===== src/rtl/scope_frame_receiver_with_peak_stats_macros.svh =====
// assertion macros for the scope frame receiver
// used by the top level only, clock and reset are taken by name
`ifndef SCOPE_FRAME_RECEIVER_WITH_PEAK_STATS_MACROS_SVH
`define SCOPE_FRAME_RECEIVER_WITH_PEAK_STATS_MACROS_SVH

// same-cycle implication, masked while in reset
`define SFR_ASSERT(label, ante, cons) \
   label: assert property (@(posedge clock) disable iff (reset) (ante) |-> (cons)) \
      else $error("sfr assertion failed");

// next-cycle implication, masked while in reset
`define SFR_ASSERT_NEXT(label, ante, cons) \
   label: assert property (@(posedge clock) disable iff (reset) (ante) |=> (cons)) \
      else $error("sfr assertion failed");

// next-cycle implication that also holds across reset
`define SFR_ASSERT_RESET(label, ante, cons) \
   label: assert property (@(posedge clock) (ante) |=> (cons)) \
      else $error("sfr reset assertion failed");

`endif


===== src/rtl/sfr_pkg.sv =====
// shared types and constants for the scope frame receiver
// no dependencies
package sfr_pkg;

   localparam int MAX_PAIRS   = 4096;
   localparam int PAIR_W      = $clog2(MAX_PAIRS);
   localparam int NEEDED_W    = 13;
   localparam int QUEUE_DEPTH = 4;
   localparam int QPTR_W      = $clog2(QUEUE_DEPTH);
   localparam int QCNT_W      = QPTR_W + 1;

   localparam logic [15:0] MIN_START = 16'd4095;

   // configuration register indexes
   localparam logic [2:0] CSR_SYNC_FIRST    = 3'd0;
   localparam logic [2:0] CSR_SYNC_SECOND   = 3'd1;
   localparam logic [2:0] CSR_FRAME_PAIRS   = 3'd2;
   localparam logic [2:0] CSR_TIMEOUT_TICKS = 3'd3;
   localparam logic [2:0] CSR_MIN_SWING     = 3'd4;

   // configuration reset values
   localparam logic [7:0]  RST_SYNC_FIRST    = 8'hFF;
   localparam logic [7:0]  RST_SYNC_SECOND   = 8'hFE;
   localparam logic [12:0] RST_FRAME_PAIRS   = 13'd2000;
   localparam logic [15:0] RST_TIMEOUT_TICKS = 16'd1000;
   localparam logic [15:0] RST_MIN_SWING     = 16'd250;

   typedef struct packed {
      logic [7:0]  sync_first;
      logic [7:0]  sync_second;
      logic [12:0] frame_pairs;
      logic [15:0] timeout_ticks;
      logic [15:0] min_swing;
   } cfg_type;

   typedef enum logic [1:0] {
      EV_START,
      EV_FREQ,
      EV_SAMPLE,
      EV_LAST
   } ev_kind_type;

   // sel: frequency word index or channel index
   typedef struct packed {
      ev_kind_type kind;
      logic        sel;
      logic [31:0] data;
   } ev_type;

   typedef struct packed {
      logic [QCNT_W-1:0] count;
      logic              push;
      logic              pop;
      logic              full;
   } queue_stat_type;

endpackage


===== src/rtl/sfr_front.sv =====
// frame parser: sync hunt, frequency word assembly, sample byte pairing, timeout
// depends on sfr_pkg; feeds events into sfr_queue
module sfr_front (
   input  logic            clock,
   input  logic            reset,
   input  sfr_pkg::cfg_type cfg,
   input  logic            in_valid,
   input  logic            in_op,
   input  logic [7:0]      in_byte,
   input  logic            queue_full,
   output logic            in_ready,
   output logic            ev_push,
   output sfr_pkg::ev_type ev
);
   import sfr_pkg::*;

   typedef enum logic [1:0] {
      PH_HUNT1,
      PH_HUNT2,
      PH_FREQ,
      PH_SAMP
   } phase_type;

   phase_type         phase_ff, phase_in;
   logic [2:0]        slot_ff, slot_in;
   logic [PAIR_W-1:0] pairs_ff, pairs_in;
   logic [23:0]       held_ff, held_in;
   logic [15:0]       idle_ff, idle_in;

   logic                accept;
   logic [NEEDED_W-1:0] needed;
   logic [NEEDED_W-1:0] pair_next;
   logic [15:0]         idle_sat;
   logic [1:0]          pos;
   logic [15:0]         sample;

   assign in_ready = !queue_full;
   assign accept   = in_valid && in_ready;
   assign pos      = slot_ff[1:0];
   assign sample   = {in_byte, held_ff[7:0]};
   assign idle_sat = (idle_ff == 16'hFFFF) ? idle_ff : idle_ff + 16'd1;
   assign pair_next = NEEDED_W'({1'b0, pairs_ff}) + NEEDED_W'(1);

   always_comb begin
      if (cfg.frame_pairs == '0) begin
         needed = NEEDED_W'(1);
      end else if (cfg.frame_pairs > NEEDED_W'(MAX_PAIRS)) begin
         needed = NEEDED_W'(MAX_PAIRS);
      end else begin
         needed = cfg.frame_pairs;
      end
   end

   always_comb begin
      phase_in = phase_ff;
      slot_in  = slot_ff;
      pairs_in = pairs_ff;
      held_in  = held_ff;
      idle_in  = idle_ff;
      ev_push  = 1'b0;
      ev.kind  = EV_START;
      ev.sel   = 1'b0;
      ev.data  = '0;
      if (accept) begin
         if (in_op) begin
            // timer tick
            if (phase_ff != PH_HUNT1) begin
               idle_in = idle_sat;
               if (idle_sat > cfg.timeout_ticks) begin
                  phase_in = PH_HUNT1;
                  slot_in  = '0;
                  pairs_in = '0;
                  held_in  = '0;
                  idle_in  = '0;
               end
            end
         end else begin
            idle_in = '0;
            case (phase_ff)
               PH_HUNT1: begin
                  if (in_byte == cfg.sync_first) phase_in = PH_HUNT2;
               end
               PH_HUNT2: begin
                  if (in_byte == cfg.sync_second) begin
                     phase_in = PH_FREQ;
                     slot_in  = '0;
                     pairs_in = '0;
                     held_in  = '0;
                     ev_push  = 1'b1;
                     ev.kind  = EV_START;
                  end else begin
                     phase_in = PH_HUNT1;
                  end
               end
               PH_FREQ: begin
                  if (pos == 2'd3) begin
                     ev_push = 1'b1;
                     ev.kind = EV_FREQ;
                     ev.sel  = slot_ff[2];
                     ev.data = {in_byte, held_ff};
                     held_in = '0;
                  end else begin
                     held_in = held_ff | ({16'd0, in_byte} << {pos, 3'b000});
                  end
                  if (slot_ff == 3'd7) begin
                     phase_in = PH_SAMP;
                     slot_in  = '0;
                     pairs_in = '0;
                  end else begin
                     slot_in = slot_ff + 3'd1;
                  end
               end
               PH_SAMP: begin
                  if (!pos[0]) begin
                     held_in = {16'd0, in_byte};
                     slot_in = {1'b0, pos} + 3'd1;
                  end else begin
                     held_in = '0;
                     ev_push = 1'b1;
                     ev.data = {16'd0, sample};
                     if (pos == 2'd1) begin
                        ev.kind = EV_SAMPLE;
                        ev.sel  = 1'b0;
                        slot_in = 3'd2;
                     end else begin
                        ev.sel  = 1'b1;
                        slot_in = '0;
                        if (pair_next >= needed) begin
                           ev.kind  = EV_LAST;
                           phase_in = PH_HUNT1;
                           pairs_in = '0;
                        end else begin
                           ev.kind  = EV_SAMPLE;
                           pairs_in = pairs_ff + PAIR_W'(1);
                        end
                     end
                  end
               end
               default: phase_in = PH_HUNT1;
            endcase
         end
      end
   end

   always_ff @(posedge clock) begin
      if (reset) begin
         phase_ff <= PH_HUNT1;
         slot_ff  <= '0;
         pairs_ff <= '0;
         held_ff  <= '0;
         idle_ff  <= '0;
      end else begin
         phase_ff <= phase_in;
         slot_ff  <= slot_in;
         pairs_ff <= pairs_in;
         held_ff  <= held_in;
         idle_ff  <= idle_in;
      end
   end

endmodule


===== src/rtl/sfr_queue.sv =====
// short event queue between the parser and the statistics stage
// depends on sfr_pkg
module sfr_queue (
   input  logic                   clock,
   input  logic                   reset,
   input  logic                   push,
   input  sfr_pkg::ev_type        push_ev,
   input  logic                   pop,
   output logic                   empty,
   output logic                   full,
   output sfr_pkg::ev_type        head,
   output sfr_pkg::queue_stat_type stat
);
   import sfr_pkg::*;

   ev_type            mem_ff [QUEUE_DEPTH];
   logic [QPTR_W-1:0] wr_ptr_ff, wr_ptr_in;
   logic [QPTR_W-1:0] rd_ptr_ff, rd_ptr_in;
   logic [QCNT_W-1:0] count_ff, count_in;
   logic              do_push, do_pop;

   assign empty   = (count_ff == '0);
   assign full    = (count_ff == QCNT_W'(QUEUE_DEPTH));
   assign do_push = push && !full;
   assign do_pop  = pop && !empty;
   assign head    = mem_ff[rd_ptr_ff];

   assign stat.count = count_ff;
   assign stat.push  = do_push;
   assign stat.pop   = do_pop;
   assign stat.full  = full;

   always_comb begin
      wr_ptr_in = do_push ? wr_ptr_ff + QPTR_W'(1) : wr_ptr_ff;
      rd_ptr_in = do_pop ? rd_ptr_ff + QPTR_W'(1) : rd_ptr_ff;
      count_in  = count_ff;
      if (do_push && !do_pop) count_in = count_ff + QCNT_W'(1);
      if (!do_push && do_pop) count_in = count_ff - QCNT_W'(1);
   end

   always_ff @(posedge clock) begin
      if (do_push) mem_ff[wr_ptr_ff] <= push_ev;
   end

   always_ff @(posedge clock) begin
      if (reset) begin
         wr_ptr_ff <= '0;
         rd_ptr_ff <= '0;
         count_ff  <= '0;
      end else begin
         wr_ptr_ff <= wr_ptr_in;
         rd_ptr_ff <= rd_ptr_in;
         count_ff  <= count_in;
      end
   end

endmodule


===== src/rtl/sfr_back.sv =====
// statistics stage: min/max tracking, frame snapshot, result calculation and output register
// depends on sfr_pkg; drains sfr_queue
module sfr_back (
   input  logic            clock,
   input  logic            reset,
   input  logic [15:0]     min_swing,
   input  logic            ev_avail,
   input  sfr_pkg::ev_type ev,
   output logic            ev_pop,
   output logic            out_valid,
   input  logic            out_ready,
   output logic [143:0]    out_data
);
   import sfr_pkg::*;

   logic [31:0] freq_ff [2];
   logic [15:0] max_ff  [2];
   logic [15:0] min_ff  [2];
   logic [31:0] freq_in [2];
   logic [15:0] max_in  [2];
   logic [15:0] min_in  [2];

   // frame snapshot taken on the last sample
   logic        snap_valid_ff, snap_valid_in;
   logic [31:0] snap_freq_ff [2];
   logic [15:0] snap_max_ff  [2];
   logic [15:0] snap_min_ff  [2];

   logic         out_valid_ff, out_valid_in;
   logic [143:0] out_data_ff;

   logic        out_free, snap_free, snap_move, pop_last;
   logic [15:0] swing [2];
   logic [16:0] sum   [2];
   logic [15:0] mid   [2];
   logic [7:0]  level [2];

   assign out_free  = !out_valid_ff || out_ready;
   assign snap_move = snap_valid_ff && out_free;
   assign snap_free = !snap_valid_ff || out_free;
   assign ev_pop    = ev_avail && (ev.kind != EV_LAST || snap_free);
   assign pop_last  = ev_pop && (ev.kind == EV_LAST);

   always_comb begin
      for (int ch = 0; ch < 2; ch++) begin
         freq_in[ch] = freq_ff[ch];
         max_in[ch]  = max_ff[ch];
         min_in[ch]  = min_ff[ch];
      end
      if (ev_pop) begin
         case (ev.kind)
            EV_START: begin
               for (int ch = 0; ch < 2; ch++) begin
                  max_in[ch] = '0;
                  min_in[ch] = MIN_START;
               end
            end
            EV_FREQ: begin
               for (int ch = 0; ch < 2; ch++) begin
                  if (ev.sel == ch[0]) freq_in[ch] = ev.data;
               end
            end
            EV_SAMPLE, EV_LAST: begin
               for (int ch = 0; ch < 2; ch++) begin
                  if (ev.sel == ch[0]) begin
                     if (ev.data[15:0] > max_ff[ch]) max_in[ch] = ev.data[15:0];
                     if (ev.data[15:0] < min_ff[ch]) min_in[ch] = ev.data[15:0];
                  end
               end
            end
            default: ;
         endcase
      end
   end

   always_comb begin
      snap_valid_in = snap_valid_ff;
      if (snap_move) snap_valid_in = 1'b0;
      if (pop_last) snap_valid_in = 1'b1;
      out_valid_in = out_valid_ff;
      if (out_valid_ff && out_ready) out_valid_in = 1'b0;
      if (snap_move) out_valid_in = 1'b1;
   end

   always_comb begin
      for (int ch = 0; ch < 2; ch++) begin
         swing[ch] = (snap_max_ff[ch] >= snap_min_ff[ch]) ?
                     snap_max_ff[ch] - snap_min_ff[ch] : 16'd0;
         sum[ch]   = {1'b0, snap_max_ff[ch]} + {1'b0, snap_min_ff[ch]};
         mid[ch]   = sum[ch][16:1];
         if (swing[ch] > min_swing) begin
            // midpoint over sixteen, saturated to a byte
            level[ch] = (mid[ch][15:12] != 4'd0) ? 8'hFF : mid[ch][11:4];
         end else begin
            level[ch] = 8'hFF;
         end
      end
   end

   always_ff @(posedge clock) begin
      if (reset) begin
         for (int ch = 0; ch < 2; ch++) begin
            freq_ff[ch] <= '0;
            max_ff[ch]  <= '0;
            min_ff[ch]  <= MIN_START;
         end
         snap_valid_ff <= 1'b0;
         out_valid_ff  <= 1'b0;
      end else begin
         for (int ch = 0; ch < 2; ch++) begin
            freq_ff[ch] <= freq_in[ch];
            max_ff[ch]  <= max_in[ch];
            min_ff[ch]  <= min_in[ch];
         end
         snap_valid_ff <= snap_valid_in;
         out_valid_ff  <= out_valid_in;
      end
   end

   always_ff @(posedge clock) begin
      if (pop_last) begin
         for (int ch = 0; ch < 2; ch++) begin
            snap_freq_ff[ch] <= freq_in[ch];
            snap_max_ff[ch]  <= max_in[ch];
            snap_min_ff[ch]  <= min_in[ch];
         end
      end
      if (snap_move) begin
         out_data_ff <= {level[1], level[0], mid[1], swing[1], mid[0], swing[0],
                         snap_freq_ff[1], snap_freq_ff[0]};
      end
   end

   assign out_valid = out_valid_ff;
   assign out_data  = out_data_ff;

endmodule


===== src/rtl/scope_frame_receiver_with_peak_stats.sv =====
// scope frame receiver: one byte or tick accepted per clock unless the event queue is full,
// a rate set by the single-byte parser step; parsed in front, stats at the back; a frame's
// result passes the queue, snapshot and output register, later behind queued events or stalls
// reset: synchronous, clears parser state, queue, statistics and loads register defaults
// depends on sfr_pkg, sfr_front, sfr_queue, sfr_back and the assertion macro header
`include "scope_frame_receiver_with_peak_stats_macros.svh"

module scope_frame_receiver_with_peak_stats (
   input  logic         clock,
   input  logic         reset,
   input  logic         req_tvalid,
   output logic         req_tready,
   input  logic [7:0]   req_tdata,   // data_byte
   input  logic         req_tuser,   // op
   output logic         rsp_tvalid,
   input  logic         rsp_tready,
   // freq_one, freq_two, swing_one, middle_one, swing_two, middle_two, level_one, level_two
   output logic [143:0] rsp_tdata,
   input  logic         csr_we,
   input  logic [2:0]   csr_index,
   input  logic [15:0]  csr_wdata
);
   import sfr_pkg::*;

   cfg_type        cfg_ff;
   logic           ev_push, ev_pop, q_empty, q_full;
   ev_type         ev_new, ev_head;
   queue_stat_type q_stat;

   always_ff @(posedge clock) begin
      if (reset) begin
         cfg_ff.sync_first    <= RST_SYNC_FIRST;
         cfg_ff.sync_second   <= RST_SYNC_SECOND;
         cfg_ff.frame_pairs   <= RST_FRAME_PAIRS;
         cfg_ff.timeout_ticks <= RST_TIMEOUT_TICKS;
         cfg_ff.min_swing     <= RST_MIN_SWING;
      end else if (csr_we) begin
         case (csr_index)
            CSR_SYNC_FIRST:    cfg_ff.sync_first    <= csr_wdata[7:0];
            CSR_SYNC_SECOND:   cfg_ff.sync_second   <= csr_wdata[7:0];
            CSR_FRAME_PAIRS:   cfg_ff.frame_pairs   <= csr_wdata[12:0];
            CSR_TIMEOUT_TICKS: cfg_ff.timeout_ticks <= csr_wdata;
            CSR_MIN_SWING:     cfg_ff.min_swing     <= csr_wdata;
            default: ;
         endcase
      end
   end

   sfr_front u_front (
      .clock      (clock),
      .reset      (reset),
      .cfg        (cfg_ff),
      .in_valid   (req_tvalid),
      .in_op      (req_tuser),
      .in_byte    (req_tdata),
      .queue_full (q_full),
      .in_ready   (req_tready),
      .ev_push    (ev_push),
      .ev         (ev_new)
   );

   sfr_queue u_queue (
      .clock   (clock),
      .reset   (reset),
      .push    (ev_push),
      .push_ev (ev_new),
      .pop     (ev_pop),
      .empty   (q_empty),
      .full    (q_full),
      .head    (ev_head),
      .stat    (q_stat)
   );

   sfr_back u_back (
      .clock     (clock),
      .reset     (reset),
      .min_swing (cfg_ff.min_swing),
      .ev_avail  (!q_empty),
      .ev        (ev_head),
      .ev_pop    (ev_pop),
      .out_valid (rsp_tvalid),
      .out_ready (rsp_tready),
      .out_data  (rsp_tdata)
   );

   `SFR_ASSERT_RESET(a_reset_clean, reset, !rsp_tvalid && q_stat.count == '0)
   `SFR_ASSERT_NEXT(a_count_up, q_stat.push && !q_stat.pop, (q_stat.count - $past(q_stat.count)) == QCNT_W'(1))
   `SFR_ASSERT_NEXT(a_count_down, q_stat.pop && !q_stat.push, ($past(q_stat.count) - q_stat.count) == QCNT_W'(1))
   `SFR_ASSERT(a_no_push_when_full, req_tvalid && req_tready, !q_stat.full)

endmodule

===== config.mk =====
export PLATFORM = sky130hd
export DESIGN_NAME = scope_frame_receiver_with_peak_stats
export DESIGN_NICKNAME = d
export VERILOG_FILES = /design/src/rtl/sfr_pkg.sv /design/src/rtl/sfr_front.sv /design/src/rtl/sfr_queue.sv /design/src/rtl/sfr_back.sv /design/src/rtl/scope_frame_receiver_with_peak_stats.sv
export VERILOG_INCLUDE_DIRS = /design/src /design/src/rtl
export SDC_FILE = /design/constraint.sdc
export NUM_CORES = 1
export LEC_CHECK = 0
export ABC_AREA = 1
export BUFFER_PORTS_ARGS = -buffer_cell sky130_fd_sc_hd__buf_2
export CORE_MARGIN = 5
export CORE_UTILIZATION = 61
export DETAILED_ROUTE_END_ITERATION = 7
export MAX_ROUTING_LAYER = met4
export PLACE_DENSITY = 0.8
export SLEW_MARGIN = 20
export SYNTH_ARGS = -nofsm -noshare
export SYNTH_HDL_FRONTEND = slang
export SYNTH_SLANG_ARGS = --single-unit

===== constraint.sdc =====
create_clock -name clock -period 10.1 [get_ports clock]
set_input_delay 0 -clock clock [delete_from_list [all_inputs] [get_ports clock]]
set_output_delay 0 -clock clock [all_outputs]
set_load 0.005 [all_outputs]

==> flow_metrics.env, run 1 <==
export IMPL_critPathBufInv=2
export IMPL_relSlewSlack=0.3325
export IMPL_hold_end="u_front.idle_ff[5]"
export IMPL_min_from="req_tvalid"
export IMPL_drv_slew=0
export IMPL_initial_core_util=0.6154
export IMPL_synth_edff_count=412
export IMPL_syn_avg_cell_area_sq_um=9.436
export IMPL_violations="design-rule violations"
export IMPL_die_width_um=237.3
export IMPL_path_cells="buf_4 > inv_4 > nand2_1 > a32oi_1 > ha_1 > nand2_1 > nor2_1 > nand4_1 > o21ai_0 > nand2_1 > nor2_2 > nand2_1 > nand3_1 > nand2_1"
export IMPL_grt_pass1_vias=22690
export IMPL_wirelength_um=75830
export IMPL_post_place_ws_ns=5.510
export IMPL_dpl_hpwl_um=52820
export IMPL_tightestPinTransition_ns=0.9936
export IMPL_grt_overflow=0
export IMPL_drtIter0Drc=2149
export IMPL_finalNetCount=3754
export IMPL_min_period_over_period=0.4770
export IMPL_synth_seq_area_share=0.5560
export IMPL_hold_path_depth=7
export IMPL_antennaDiodeCount=0
export IMPL_post_cts_buffers=0
export IMPL_fin_worst_skew_ns=0.02679
export IMPL_detail_route_antenna_nets=0
export IMPL_clk_pin_slew_worst_paths_ns=0.06
export IMPL_clock_tree_buffer_depth=3
export IMPL_cts_root_buf="clkbuf_16"
export IMPL_numPortBuffers=178
export IMPL_place_congestion=0.9960
export IMPL_fin_util=0.6976
export IMPL_wl_per_cell_um=17.82
export IMPL_ys_types=56
export IMPL_htree_levels=3
export IMPL_async_flop_share=0
export IMPL_cts_tree="yes"
export IMPL_cp_arrival_ns=5.18
export IMPL_drt_pass1_iterations=8
export IMPL_powerDensity_mw_per_mm2=325.8
export IMPL_clk_latency_ns=0.63
export IMPL_num_vias=23770
export IMPL_ir_drop_mv=0.2175
export IMPL_finalCriticalPeriod_ns=4.818
export IMPL_drv_cap=0
export IMPL_grt_total_usage=0.2700
export IMPL_numCtsBuffers=69
export IMPL_whs_ns=0.1438
export IMPL_yosysWarnings=0
export IMPL_status="complete, but fails checks"
export IMPL_setup_viol=0
export IMPL_holdCritPathClass="in -> reg"
export IMPL_via_per_inst=5.587
export IMPL_startpoint_type="flip-flop"
export IMPL_crit_required_ns=10.46
export IMPL_clock_sinks=669
export IMPL_rsz0062_at_grt="false"
export IMPL_cp_common_cell="nand2_1"
export IMPL_grt_max_degree=74
export IMPL_synth_area_sq_mm=0.03151
export IMPL_r2r_end="u_back.snap_max_ff[0][31]"
export IMPL_drc=3
export IMPL_ys_flop_type="edfxtp_1"
export IMPL_crit_path_top_delay_cell="a32oi_1"
export IMPL_crit_type="reg -> reg"
export IMPL_antenna_found_initial=0
export IMPL_synth_seq_cells=669
export IMPL_final_hold_violation_count=0
export IMPL_path_max_fanout=71
export IMPL_die_h_um=237.3
export IMPL_synth_nets=3575
export IMPL_setup_ws_ns=5.282
export IMPL_slowest_delay_ns=0.70
export IMPL_rr_worst_depth=14
export IMPL_drive_gt1_frac=0.09790
export IMPL_endpoint_kind="flip-flop"
export IMPL_fin_tns_setup_ns=0
export IMPL_synthCells=3339
export IMPL_area_growth_pct=13.36
export IMPL_fmax_ghz=0.2076
export IMPL_cp_top_family="simple AND/OR/NAND/NOR gates"
export IMPL_fp_coreArea_sq_mm=0.05120
export IMPL_grt_pass1_wl_um=119300
export IMPL_io_pin_count=179
export IMPL_regToRegSetupSlack_ns=5.28
export IMPL_rows=83
export IMPL_die_area_sq_mm=0.05630
export IMPL_p_leak_nw=15.71
export IMPL_post_cts_resized=0
cell usage after synthesis (all sizes together) (2+ instances only):
master  number  share of area
o31ai        4        0.00095
a21boi       7         0.0018
dfxtp      257           0.16
a31oi        8         0.0016
fa           5         0.0032
o211ai       6         0.0014
edfxtp     412           0.39
a211oi       7         0.0017
a32oi       25         0.0069
inv        474          0.057
a32o        17         0.0054
o21a         4        0.00095
a21o         5         0.0012
clkbuf      74         0.0089
xnor2       18         0.0050
clkinv       2        0.00024
o21ai      178          0.028
nand2      665          0.080
a221oi       2        0.00056
nand3b       3        0.00071
nand3      183          0.029
nand4       45         0.0089
and2         2        0.00048
ha         198          0.079
or2          5        0.00099
nor2       257          0.032
o21bai      14         0.0033
a21oi      278          0.044
nor3        57         0.0098
xor2        57          0.016
nor4        11         0.0022
buf         50          0.011
and3         2        0.00040
logic make-up after synthesis:
group	Yosys count	synth area share
AOI/OAI and AO/OA	560	0.09995
buffers and inverters	600	0.07656
xor gates and xnor gates	75	0.02085
adders and majority gates	203	0.08180
muxes	1	0.0003177
and+or+nand+nor	1231	0.1646
DFF	669	0.5560
worst min-delay path: cells and delay by family:
kind                   cells  cell delay, ns
AO/OA/AOI/OAI              1            0.05
AND/OR/NAND/NOR            4            0.35
buffers and inverters      2            0.31
layer usage:
metal | GRT usage | vias up | routed length (um)
met3 | 0.03666 | 193 | 4808
met2 | 0.4463 | 891 | 37150
met5 | - | - | 0
met4 | 0.1212 | 0 | 3549
met1 | 0.3343 | 11130 | 30320
li1 | - | 11560 | -
worst max path at each step:
| stage | endpoint | cells past startpoint | slack [ns] | from |
|---|---|---|---|---|
| 3_3_place_gp | u_back.snap_max_ff[0][29] | 16 | 5.64 | flip-flop |
| 5_1_grt | u_back.snap_max_ff[0][31] | 12 | 5.00 | flip-flop |
| 3_5_place_dp | u_back.snap_max_ff[0][26] | 14 | 5.51 | flip-flop |
| 6_report | u_back.snap_max_ff[0][31] | 14 | 5.28 | flip-flop |
| 2_1_floorplan | rsp_tdata[0] | 2 | 2.12 | u_back.snap_valid_ff |
| 4_1_cts | u_back.snap_max_ff[0][31] | 14 | 5.42 | flip-flop |
per-stage QoR:
step                total power [W]  cells  cell area [sq um]
floorplan                  0.007492   3339              31510
global placement           0.008735   4088              32790
detailed placement         0.008850   4090              32830
CTS                         0.01163   4255              35710
global route                0.01239   4255              35720
finish                      0.01164   4255              35720
flip-flops by register name (all words and copies together) (netlist names), 12 cells and up, named ones only:
name / cells
u_queue.mem_ff: 140
u_back.out_data: 80
rsp_tdata: 64
u_back.freq_ff: 64
u_back.snap_freq_ff: 64
cfg_ff: 61
u_back.max_ff: 32
u_back.min_ff: 32
u_back.snap_max_ff: 32
u_back.snap_min_ff: 32
u_front.held_ff: 24
u_front.idle_ff: 16
u_front.pairs_ff: 12
cell usage in the layout, fill, tap and decap left out, drive strengths merged, types with 3 or more instances in the layout:
| master | synthesis | routed |
|---|---|---|
| inv | 474 | 477 |
| clkinvlp | 0 | 4 |
| o211ai | 6 | 6 |
| a21boi | 7 | 7 |
| a21o | 5 | 5 |
| nand3 | 183 | 183 |
| nand2 | 665 | 665 |
| dlygate4sd3 | 0 | 37 |
| nor4 | 11 | 11 |
| clkinv | 2 | 19 |
| o21ai | 178 | 178 |
| o21a | 4 | 4 |
| a21oi | 278 | 278 |
| nor2 | 257 | 257 |
| fa | 5 | 5 |
| o31ai | 4 | 4 |
| bufinv | 0 | 11 |
| a32o | 17 | 17 |
| dfxtp | 257 | 257 |
| nor3 | 57 | 57 |
| o21bai | 14 | 14 |
| buf | 50 | 195 |
| ha | 198 | 198 |
| clkbuf | 74 | 93 |
| a211oi | 7 | 7 |
| nand4 | 45 | 45 |
| a32oi | 25 | 25 |
| xor2 | 57 | 57 |
| a31oi | 8 | 8 |
| edfxtp | 412 | 412 |
| nand3b | 3 | 3 |
| or2 | 5 | 5 |
| xnor2 | 18 | 18 |
area by class of cell:
cell class | count | area, sq um
Fill cell | 3738 | 15480
Clock buffer | 93 | 1918
Sequential cell | 669 | 17520
Clock inverter | 35 | 588.1
Multi-Input combinational cell | 2070 | 11630
Timing Repair Buffer | 232 | 1424
Inverter | 476 | 1793
Tap cell | 680 | 850.8
where the power goes:
part	leakage [nW]	switching [W]	internal, W
sequential	5.72	0.000257	0.00392
clock	1.20	0.00110	0.00165
combinational	8.79	0.00329	0.00142
what timing repair did:
action | 4_1_cts | 5_1_grt
setup endpoints to repair | 0 | 0
hold buffers | 37 | 0
hold endpoints to repair | 172 | 0
No activity file was read; power rests on OpenSTA's default activity.
==> run 2: changes to the inputs <==
==> constraint.sdc (replaced) <==
create_clock -name clock -period 5 [get_ports clock]
set_input_delay 0 -clock clock [delete_from_list [all_inputs] [get_ports clock]]
set_output_delay 0 -clock clock [all_outputs]
set_load 0.005 [all_outputs]
==> flow_metrics.env, run 2 (synthesis gave the netlist of run 1 again) <==
export IMPL_num_vias=23950
export IMPL_initial_core_util=0.6154
export IMPL_io_pin_count=179
export IMPL_fillerInstances=3725
export IMPL_drive_gt1_frac=0.1007
export IMPL_wl_per_cell_um=17.77
export IMPL_regToRegSetupSlack_ns=0.62
export IMPL_postPlaceCellArea_sq_mm=0.03302
export IMPL_drv_slew=0
export IMPL_grt_pass1_wl_um=120300
export IMPL_dpl_cell_count=4114
export IMPL_rows=83
export IMPL_die_area_sq_mm=0.05630
export IMPL_tightestPinTransition_ns=0.9430
export IMPL_endpoint_kind="flip-flop"
export IMPL_antenna_found_initial=0
export IMPL_post_place_ws_ns=0.6813
export IMPL_clk_pin_slew_worst_paths_ns=0.06
export IMPL_layout_common_cells="662 x nand2_1, 463 x inv_1, 412 x edfxtp_1"
export IMPL_crit_required_ns=5.35
export IMPL_finalNetCount=3777
export IMPL_dpl_hpwl_um=53430
export IMPL_setup_viol=0
export IMPL_die_h_um=237.3
export IMPL_fp_coreArea_sq_mm=0.05120
export IMPL_powerDensity_mw_per_mm2=654.5
export IMPL_seqCellArea_sq_mm=0.01752
export IMPL_via_per_inst=5.602
export IMPL_grt_total_usage=0.2725
export IMPL_final_common_cell="nand2_1"
export IMPL_ir_drop_mv=0.4171
export IMPL_top_register="u_queue.mem_ff"
export IMPL_fmax_ghz=0.2282
export IMPL_crit_type="reg -> reg"
export IMPL_status="completed"
export IMPL_fin_tns_setup_ns=0
export IMPL_largest_reg_flops=140
export IMPL_detail_route_antenna_nets=0
export IMPL_holdCritPathClass="in -> reg"
export IMPL_setup_ws_ns=0.6179
export IMPL_die_width_um=237.3
export IMPL_drtIter0Drc=2164
export IMPL_relSlewSlack=0.3714
export IMPL_cp_arrival_ns=4.74
export IMPL_startpoint_type="flip-flop"
export IMPL_wirelength_um=75990
export IMPL_antennaDiodeCount=0
export IMPL_p_leak_nw=15.72
export IMPL_cts_root_buf="clkbuf_16"
export IMPL_rsz0062_at_grt="false"
export IMPL_numCtsBuffers=68
export IMPL_final_hold_violation_count=0
export IMPL_grt_overflow=0
export IMPL_numPortBuffers=178
export IMPL_min_period_over_period=0.8764
export IMPL_drt_pass1_iterations=6
export IMPL_area_growth_pct=13.19
export IMPL_post_cts_buffers=0
export IMPL_instances_no_fill=4275
export IMPL_finalCriticalPeriod_ns=4.382
export IMPL_drv_cap=0
export IMPL_clock_sinks=669
export IMPL_drc=0
export IMPL_cts_tree="yes"
export IMPL_grt_pass1_vias=23280
export IMPL_clk_latency_ns=0.64
export IMPL_stdcell_area_sq_mm=0.03566
export IMPL_grt_max_degree=87
export IMPL_place_congestion=0.9850
export IMPL_clock_tree_buffer_depth=3
export IMPL_path_max_fanout=12
export IMPL_fin_worst_skew_ns=0.03177
export IMPL_multiInputGateArea_sq_mm=0.01162
export IMPL_htree_levels=3
[run 2: critical path, stage by stage (launching register included)]
cell	delay, ns
edfxtp_1	0.39
inv_1	0.08
ha_1	0.15
inv_1	0.07
fa_1	0.41
inv_1	0.08
o21ai_0	0.14
nand2_1	0.09
nand3_1	0.09
nand2_1	0.07
nand2_1	0.10
nand2_1	0.08
nand3_1	0.30
inv_1	0.27
nor2_1	0.10
ha_1	0.28
nand2_1	0.06
inv_1	0.07
nand3_1	0.07
nor3_1	0.24
o21ai_0	0.16
o2111ai_1	0.10
nand3_1	0.12
nor2_1	0.45
nand3_1	0.14
[run 2: layer usage]
metal,vias up,GRT usage,wire length (um),share of wire
met2,919,0.4567,37630,0.50
met4,0,0.1301,3762,0.050
met1,11220,0.3276,29770,0.39
li1,11600,-,-,-
met5,-,-,0,0
met3,215,0.03817,4825,0.063
[run 2: stage by stage]
stage / total power (W) / utilization / hold slack, ns
3_3_place_gp: 0.01789 / 0.6449 / 0.2664
4_1_cts: 0.02333 / 0.6966 / 0.1353
2_1_floorplan: 0.01537 / - / 0.1132
5_1_grt: 0.02490 / 0.6966 / 0.2151
3_5_place_dp: 0.01813 / 0.6449 / 0.2712
6_report: 0.02334 / 0.6966 / 0.1705
[run 2: worst paths after layout]
kind / start / end / cells past startpoint
worst min register to register: u_back.snap_freq_ff[0][48] / rsp_tdata[48] / 0
worst max register to register: u_back.snap_max_ff[0][16] / u_back.out_data[137] / 24
worst max-delay path: u_back.snap_max_ff[0][16] / u_back.out_data[137] / 24
worst min-delay path: req_tvalid / u_front.idle_ff[9] / 7
[run 2: cell type report]
type                    count  share of cell area
flip-flops and latches    669              0.4912
clock inverters            24            0.009824
well taps                 680             0.02386
inverters                 476             0.05024
clock buffers             100             0.05392
repair buffers            256             0.04512
multi-input cells        2070              0.3258
[run 2: what timing repair did]
item,in CTS,in global routing
hold buffers,37,0
endpoints found under the hold margin,159,0
gates resized for setup,0,0
[run 2: power by group]
part / switching, W / internal (W) / leakage (nW)
logic: 0.00675 / 0.00304 / 8.90
clock network: 0.00218 / 0.00293 / 1.10
registers: 0.000524 / 0.00791 / 5.72
total: 0.00946 / 0.0139 / 15.7
==> run 3: changes to the inputs <==
--- a/config.mk
+++ b/config.mk
@@ -9,10 +9,11 @@
 export ABC_AREA = 1
 export BUFFER_PORTS_ARGS = -buffer_cell sky130_fd_sc_hd__buf_2
 export CORE_MARGIN = 5
-export CORE_UTILIZATION = 61
+export CORE_UTILIZATION = 63
+export CTS_BUF_LIST = sky130_fd_sc_hd__clkbuf_2 sky130_fd_sc_hd__clkbuf_4 sky130_fd_sc_hd__clkbuf_8
 export DETAILED_ROUTE_END_ITERATION = 7
 export MAX_ROUTING_LAYER = met4
-export PLACE_DENSITY = 0.8
+export PLACE_DENSITY = 0.82
 export SLEW_MARGIN = 20
 export SYNTH_ARGS = -nofsm -noshare
 export SYNTH_HDL_FRONTEND = slang
==> flow_metrics.env, run 3 (synthesis gave the netlist of run 1 again) <==
export IMPL_layout_common_cells="662 x nand2_1, 463 x inv_1, 412 x edfxtp_1"
export IMPL_fp_coreArea_sq_mm=0.04986
export IMPL_fillerInstances=3562
export IMPL_regToRegSetupSlack_ns=0.42
export IMPL_grt_max_degree=96
export IMPL_fin_worst_skew_ns=0.05153
export IMPL_fmax_ghz=0.2185
export IMPL_met3_wirelength_um=5252
export IMPL_drv_slew=0
export IMPL_tightestPinTransition_ns=1.096
export IMPL_grt_total_usage=0.2865
export IMPL_post_cts_buffers=0
export IMPL_drt_pass1_iterations=7
export IMPL_hold_end="cfg_ff[14]"
export IMPL_wl_per_cell_um=17.74
export IMPL_r2r_start="u_front.idle_ff[0]"
export IMPL_crit_type="reg -> reg"
export IMPL_ir_drop_mv=0.3988
export IMPL_htree_levels=3
export IMPL_clock_tree_buffer_depth=3
export IMPL_grt_pass1_vias=23520
export IMPL_total_power_w=0.02329
export IMPL_die_h_um=233.6
export IMPL_cp_arrival_ns=5.19
export IMPL_holdCritPathClass="in -> reg"
export IMPL_drtIter0Drc=2431
export IMPL_seqCellArea_sq_mm=0.01752
export IMPL_fin_tns_setup_ns=0
export IMPL_p_leak_nw=15.89
export IMPL_rsz0062_at_grt="false"
export IMPL_min_from="csr_we"
export IMPL_drc=0
export IMPL_dpl_hpwl_um=53600
export IMPL_die_width_um=233.6
export IMPL_antenna_found_initial=1
export IMPL_crit_required_ns=5.62
export IMPL_routedLengthMet1_um=30240
export IMPL_setup_viol=0
export IMPL_finalNetCount=3824
export IMPL_multiInputGateArea_sq_mm=0.01162
export IMPL_numCtsBuffers=102
export IMPL_finalCriticalPeriod_ns=4.577
export IMPL_r2r_end="u_front.phase_ff[0]"
export IMPL_wl_met2_um=38110
export IMPL_top_register="u_queue.mem_ff"
export IMPL_rr_worst_depth=24
export IMPL_powerDensity_mw_per_mm2=650.3
export IMPL_relSlewSlack=0.2691
export IMPL_die_area_sq_mm=0.05459
export IMPL_initial_core_util=0.6319
export IMPL_status="completed"
export IMPL_grt_pass1_wl_um=121400
export IMPL_final_common_cell="nand2_1"
export IMPL_io_pin_count=179
export IMPL_cts_tree="yes"
export IMPL_drive_gt1_frac=0.1219
export IMPL_place_congestion=1.005
export IMPL_cts_root_buf="clkbuf_8"
export IMPL_min_period_over_period=0.9155
export IMPL_endpoint_kind="flip-flop"
export IMPL_num_vias=24440
export IMPL_startpoint_type="flip-flop"
export IMPL_drv_cap=0
export IMPL_wirelength_um=77120
export IMPL_path_max_fanout=16
export IMPL_detail_route_antenna_nets=0
export IMPL_grt_overflow=0
export IMPL_clock_sinks=669
export IMPL_hold_path_depth=3
export IMPL_dr_max_layer_used="met4"
export IMPL_clk_pin_slew_worst_paths_ns=0.06
export IMPL_clk_latency_ns=0.73
export IMPL_final_hold_violation_count=0
export IMPL_largest_reg_flops=140
export IMPL_via_per_inst=5.620
export IMPL_rows=82
export IMPL_area_growth_pct=13.67
export IMPL_numPortBuffers=178
==> run 3: cell types whose count changed in the layout (fill, tap and decap cells not counted), sizes merged, moves of 2 or more <==
cell,before,now
clkbuf,100,155
dlygate4sd3,37,48
clkinv,17,25
bufinv,4,7
buf,219,221
inv,477,479
==> run 3: worst max-delay path by stage <==
| stage | from | end | slack, ns | depth (start not counted) |
|---|---|---|---|---|
| floorplan | u_back.out_valid | rsp_tdata[0] | 0.28 | 1 |
| global placement | u_back.snap_max_ff[0][2] | u_back.out_data[128] | 0.76 | 15 |
| detailed placement | u_back.snap_max_ff[0][2] | u_back.out_data[129] | 0.61 | 15 |
| CTS | u_front.idle_ff[0] | u_front.phase_ff[0] | 0.35 | 24 |
| global route | u_back.snap_max_ff[0][16] | u_back.out_data[136] | 0.05 | 24 |
| finish | u_front.idle_ff[0] | u_front.phase_ff[0] | 0.42 | 24 |
==> run 3: per-stage QoR <==
step	hold slack [ns]	instances	utilization	worst slack [ns]	area [sq um]
final	0.05825	4348	0.7183	0.4226	35810
after floorplan	0.1132	3339	-	0.2779	31510
after CTS	0.01222	4347	0.7182	0.3535	35810
after detailed placement	0.2620	4108	0.6621	0.6133	33010
after global placement	0.2649	4108	0.6621	0.7606	33010
after global routing	0.08872	4348	0.7183	0.04999	35810
==> run 3: layout make-up <==
type                       count  area share
timing repair buffer         269     0.04807
clock inverter                36     0.01142
inverter                     476     0.05003
tap                          672     0.02348
sequential                   669      0.4891
clock buffer                 155     0.05328
multi-input combinational   2070      0.3245
antenna                        1  0.00006987
==> run 3: worst max-delay path: stages, from the launching register on <==
cell	delay (ns)
dfxtp_1	0.39
ha_1	0.22
nand2_1	0.08
nor3_1	0.22
nand2_1	0.12
nor2_2	0.19
nand2_1	0.22
nand2_1	0.18
inv_1	0.08
a31oi_1	0.30
ha_1	0.18
nand2_1	0.07
nor2_1	0.16
nand2_1	0.07
nand2_1	0.06
nand2_1	0.04
nand2_1	0.07
nand2_1	0.12
a21boi_2	0.14
buf_4	0.21
nand2_1	0.10
nor3_1	0.12
dlygate4sd3_1	0.57
nor2_1	0.04
dlygate4sd3_1	0.54
==> run 3: what timing repair did <==
action | 4_1_cts | 5_1_grt
gates resized for setup | 0 | 1
hold buffers | 48 | 0
hold endpoints to repair | 224 | 0
endpoints found under the setup margin | 0 | 1
==> run 3: metal layers <==
layer | vias to the layer above | track usage
met5 | - | -
met4 | 0 | 0.1215
met3 | 252 | 0.04412
met2 | 977 | 0.4799
met1 | 11500 | 0.3488
li1 | 11710 | -
==> run 3: where the power goes <==
group          internal (W)  leakage, nW  switching, W
registers           0.00791         5.72      0.000482
clock network       0.00283         1.23       0.00218
logic               0.00304         8.94       0.00685
